`src/hw/rtl/mse_ram.sv`:
```
// mse_ram: generic single write port, single read port ram with registered read
// no dependencies
module mse_ram #(
	parameter int WIDTH = 8,
	parameter int DEPTH = 256,
	localparam int AW = $clog2(DEPTH)
) (
	input  logic             clk,
	input  logic             we,
	input  logic [AW-1:0]    waddr,
	input  logic [WIDTH-1:0] wdata,
	input  logic             re,
	input  logic [AW-1:0]    raddr,
	output logic [WIDTH-1:0] rdata
);

	logic [WIDTH-1:0] mem [DEPTH];

	always_ff @(posedge clk) begin
		if (we) begin
			mem[waddr] <= wdata;
		end
		if (re) begin
			rdata <= mem[raddr];
		end
	end

endmodule

```
`config.mk`:
```
export PLATFORM = sky130hd
export DESIGN_NAME = mse_ram
export DESIGN_NICKNAME = d
export VERILOG_FILES = /design/src/hw/rtl/mse_ram.sv
export SDC_FILE = /design/constraint.sdc
export NUM_CORES = 2
export LEC_CHECK = 0
export BUFFER_PORTS_ARGS = -buffer_cell sky130_fd_sc_hd__buf_2
export CAP_MARGIN = 0
export CELL_PAD_IN_SITES_DETAIL_PLACEMENT = 2
export CELL_PAD_IN_SITES_GLOBAL_PLACEMENT = 2
export CORE_MARGIN = 3
export CORE_UTILIZATION = 30
export DETAILED_ROUTE_END_ITERATION = 8
export PLACE_DENSITY_LB_ADDON = 0.2
export SYNTH_ARGS = -nofsm -noshare
export SYNTH_HDL_FRONTEND = slang
export SYNTH_SLANG_ARGS = --single-unit
```
`constraint.sdc`:
```
create_clock -name clk -period 5.7 [get_ports clk]
set_input_delay 1.71 -clock clk [delete_from_list [all_inputs] [get_ports clk]]
set_output_delay 1.71 -clock clk [all_outputs]
set_load 0.1 [all_outputs]
```
==> impl_metrics.env <==
export IMPL_startpoint_type="input pin"
export IMPL_grt_ovfl_total=0
export IMPL_ys_seq_area_share_pct=77.5
export IMPL_fin_crit_ns=4.62
export IMPL_crit_fanout=24
export IMPL_first_global_vias=42800
export IMPL_cts_sinks=2056
export IMPL_crit_required_ns=6.25
export IMPL_firstDrtPassIters=5
export IMPL_yosys_top_cells_area="edfxtp_1, mux4_2, mux2i_1"
export IMPL_yosys_area_top_type="edfxtp_1"
export IMPL_core_area_um2=263000
export IMPL_via_per_inst=5.07
export IMPL_ys_flop_type="edfxtp_1"
export IMPL_io_pins=35
export IMPL_cts_hold_buf=0
export IMPL_place_ws_ns=0.0988
export IMPL_setup_viol=0
export IMPL_initial_utilization_pct=30.3
export IMPL_synth_top_area_share_pct=77.5
export IMPL_io_buffers=34
export IMPL_cts_resized=0
export IMPL_wl_um=244000
export IMPL_synth_cell_type_count=54
export IMPL_grt_pass1_wl_um=348000
export IMPL_routabilityCongestion=0.758
export IMPL_root_buffer="clkbuf_16"
export IMPL_cts_tree="done"
export IMPL_synthToLayoutAreaGrowth_pct=16.4
export IMPL_tns_ns=0
export IMPL_detail_route_antenna_nets=0
export IMPL_end_kind="register"
export IMPL_setup_slack_ns=1.08
export IMPL_clk_pin_slew_ns=0.06
export IMPL_htree_levels=4
export IMPL_hold_path_class="reg2reg"
export IMPL_worst_ir_drop_vdd_mv=0.276
export IMPL_first_iter_violations=3522
export IMPL_cts_setup_buffers=0
export IMPL_cp_arrival_ns=5.16
export IMPL_syn_area_um2=79600
export IMPL_tightest_slew_ns=1.25
export IMPL_grt_usage_pct=17.9
export IMPL_drv_slew=0
export IMPL_hpwl_um=154000
export IMPL_max_freq_ghz=0.217
export IMPL_die_area_um2=272000
export IMPL_finClkSkew_ns=0.0504
export IMPL_max_cap_viol_count=0
export IMPL_finalHoldViolations=0
export IMPL_yosysWarnings=0
export IMPL_synth_avg_cell_area_um2=21.3
export IMPL_num_vias=39300
export IMPL_die_h_um=521
export IMPL_insertion_delay_ns=0.85
export IMPL_antenna_found_initial=19
export IMPL_slew_headroom_pct=15.9
export IMPL_cts_path_max_buffers=3
export IMPL_wl_per_cell_um=31.5
export IMPL_cts_buffers=221
export IMPL_final_layout_size_suffix_gt1_share_pct=26.5
export IMPL_final_nets=4075
export IMPL_outcome="complete, no violations"
export IMPL_num_rows=188
export IMPL_synth_nets=3760
export IMPL_dieWidth_um=521
export IMPL_power_leakage_nw=28.6
export IMPL_fin_crit_sh_pct=81.0
export IMPL_ys_seq_elements=2056
export IMPL_power_density_nw_per_um2=353
export IMPL_grt_max_degree=126
export IMPL_drc_errors=0
export IMPL_async_flop_share_pct=0
export IMPL_synth_edf_count=2056
export IMPL_syn_inst=3733
export IMPL_critPathKind="in2reg"
export IMPL_rsz0062_at_grt="no"
worst paths after layout:
kind	start	to	slack (ns)	depth (start not counted)
setup / recovery	raddr[0]	rdata[3]$_DFFE_PP_	1.08	10
hold / removal	mem[40][3]$_DFFE_PP_	rdata[3]$_DFFE_PP_	1.17	7
setup reg to reg	mem[81][3]$_DFFE_PP_	rdata[3]$_DFFE_PP_	2.52	7
hold reg to reg	mem[40][3]$_DFFE_PP_	rdata[3]$_DFFE_PP_	1.17	7
logic make-up after synthesis:
kind of cell | Yosys count | share of synthesized area, %
flops | 2056 | 77.5
simple gates | 466 | 2.63
mux | 591 | 14.6
buf+inv | 235 | 1.83
compound gates | 385 | 3.42
worst max-delay path, stage by stage:
cell and delay (ns):
buf_8 0.21, buf_12 0.27, buf_4 0.35, mux4_2 0.55, a22o_1 0.28, a221oi_1 0.40, o32ai_1 0.22, nor3_1 0.81
buf_4 0.26, nor4_1 0.05
cell usage after synthesis, types with 21 or more instances:
cell,instances
mux4_2,454
buf_1,22
buf_6,21
nand3_1,34
buf_2,31
o221ai_1,46
nor2_1,282
clkbuf_1,111
buf_4,27
edfxtp_1,2056
mux2i_1,134
nor4_1,24
nand2_1,33
a22oi_1,133
a21oi_1,96
nor3_1,22
o22ai_1,28
nor2b_1,31
cell usage in the layout, fill, tap and decap left out, types with 6 or more instances in the layout:
cell type  Yosys  layout
nand3_1       34      25
clkinv_1       1      54
nor2b_1       31      28
nand2_1       33      32
nor2_1       282     279
a221oi_1      13      13
nand3_2        0       9
bufinv_16      0      22
o221ai_1      46      46
buf_4         27     262
nand2b_1       8       8
o22ai_1       28      28
buf_12         8      30
mux4_2       454     454
clkbuf_16      0     228
mux2i_1      134     134
buf_8         13      10
buf_2         31      22
clkinv_2       0      45
clkbuf_1     111      46
nor4_1        24      22
nand4_1       10      10
nor3_1        22      21
a22oi_1      133     133
a22o_1         8       8
o211ai_1      10      10
edfxtp_1    2056    2056
a211oi_1      16      16
o21ai_0       10      10
diode_2        0       6
a21oi_1       96      96
flip-flops by register name, indices dropped and copies added (netlist names):
name and cells:
mem 2048, rdata 8
metal layers:
layer  track usage, %  wire, µm  up-vias
met5                0         0        -
met4             3.53      4320        0
met3             2.41     10600      260
met2             29.7    120000      819
met1             25.4    110000    21900
li1                 -         -    16400
final cells by class:
class | count | area [µm²]
clock inverter | 133 | 1270
timing repair buffer | 325 | 2840
clock buffer | 274 | 5880
antenna | 6 | 15.0
multi-input combinational | 1442 | 16600
inverter | 2 | 7.51
sequential | 2056 | 61700
fill | 25400 | 171000
tap | 3515 | 4400
power breakdown:
part	total (W)	switching, W	leakage [nW]	internal (W)
combinational	0.00168	0.00114	6.60	0.000540
clock	0.0143	0.00604	3.51	0.00827
sequential	0.0167	0.0000299	18.5	0.0167
through the flow:
step                      instance area, µm²  total power, W  instances  hold WS (ns)  util [%]
after floorplan                        79600          0.0179       3733         0.864         -
after global placement                 85500          0.0187       7339          1.15      32.5
after detailed placement               85500          0.0188       7339          1.15      32.5
after CTS                              92700          0.0331       7746          1.14      35.2
after global routing                   92700          0.0338       7749          1.15      35.2
final                                  92700          0.0327       7753          1.17      35.2
(Power assumes the default switching activity.)
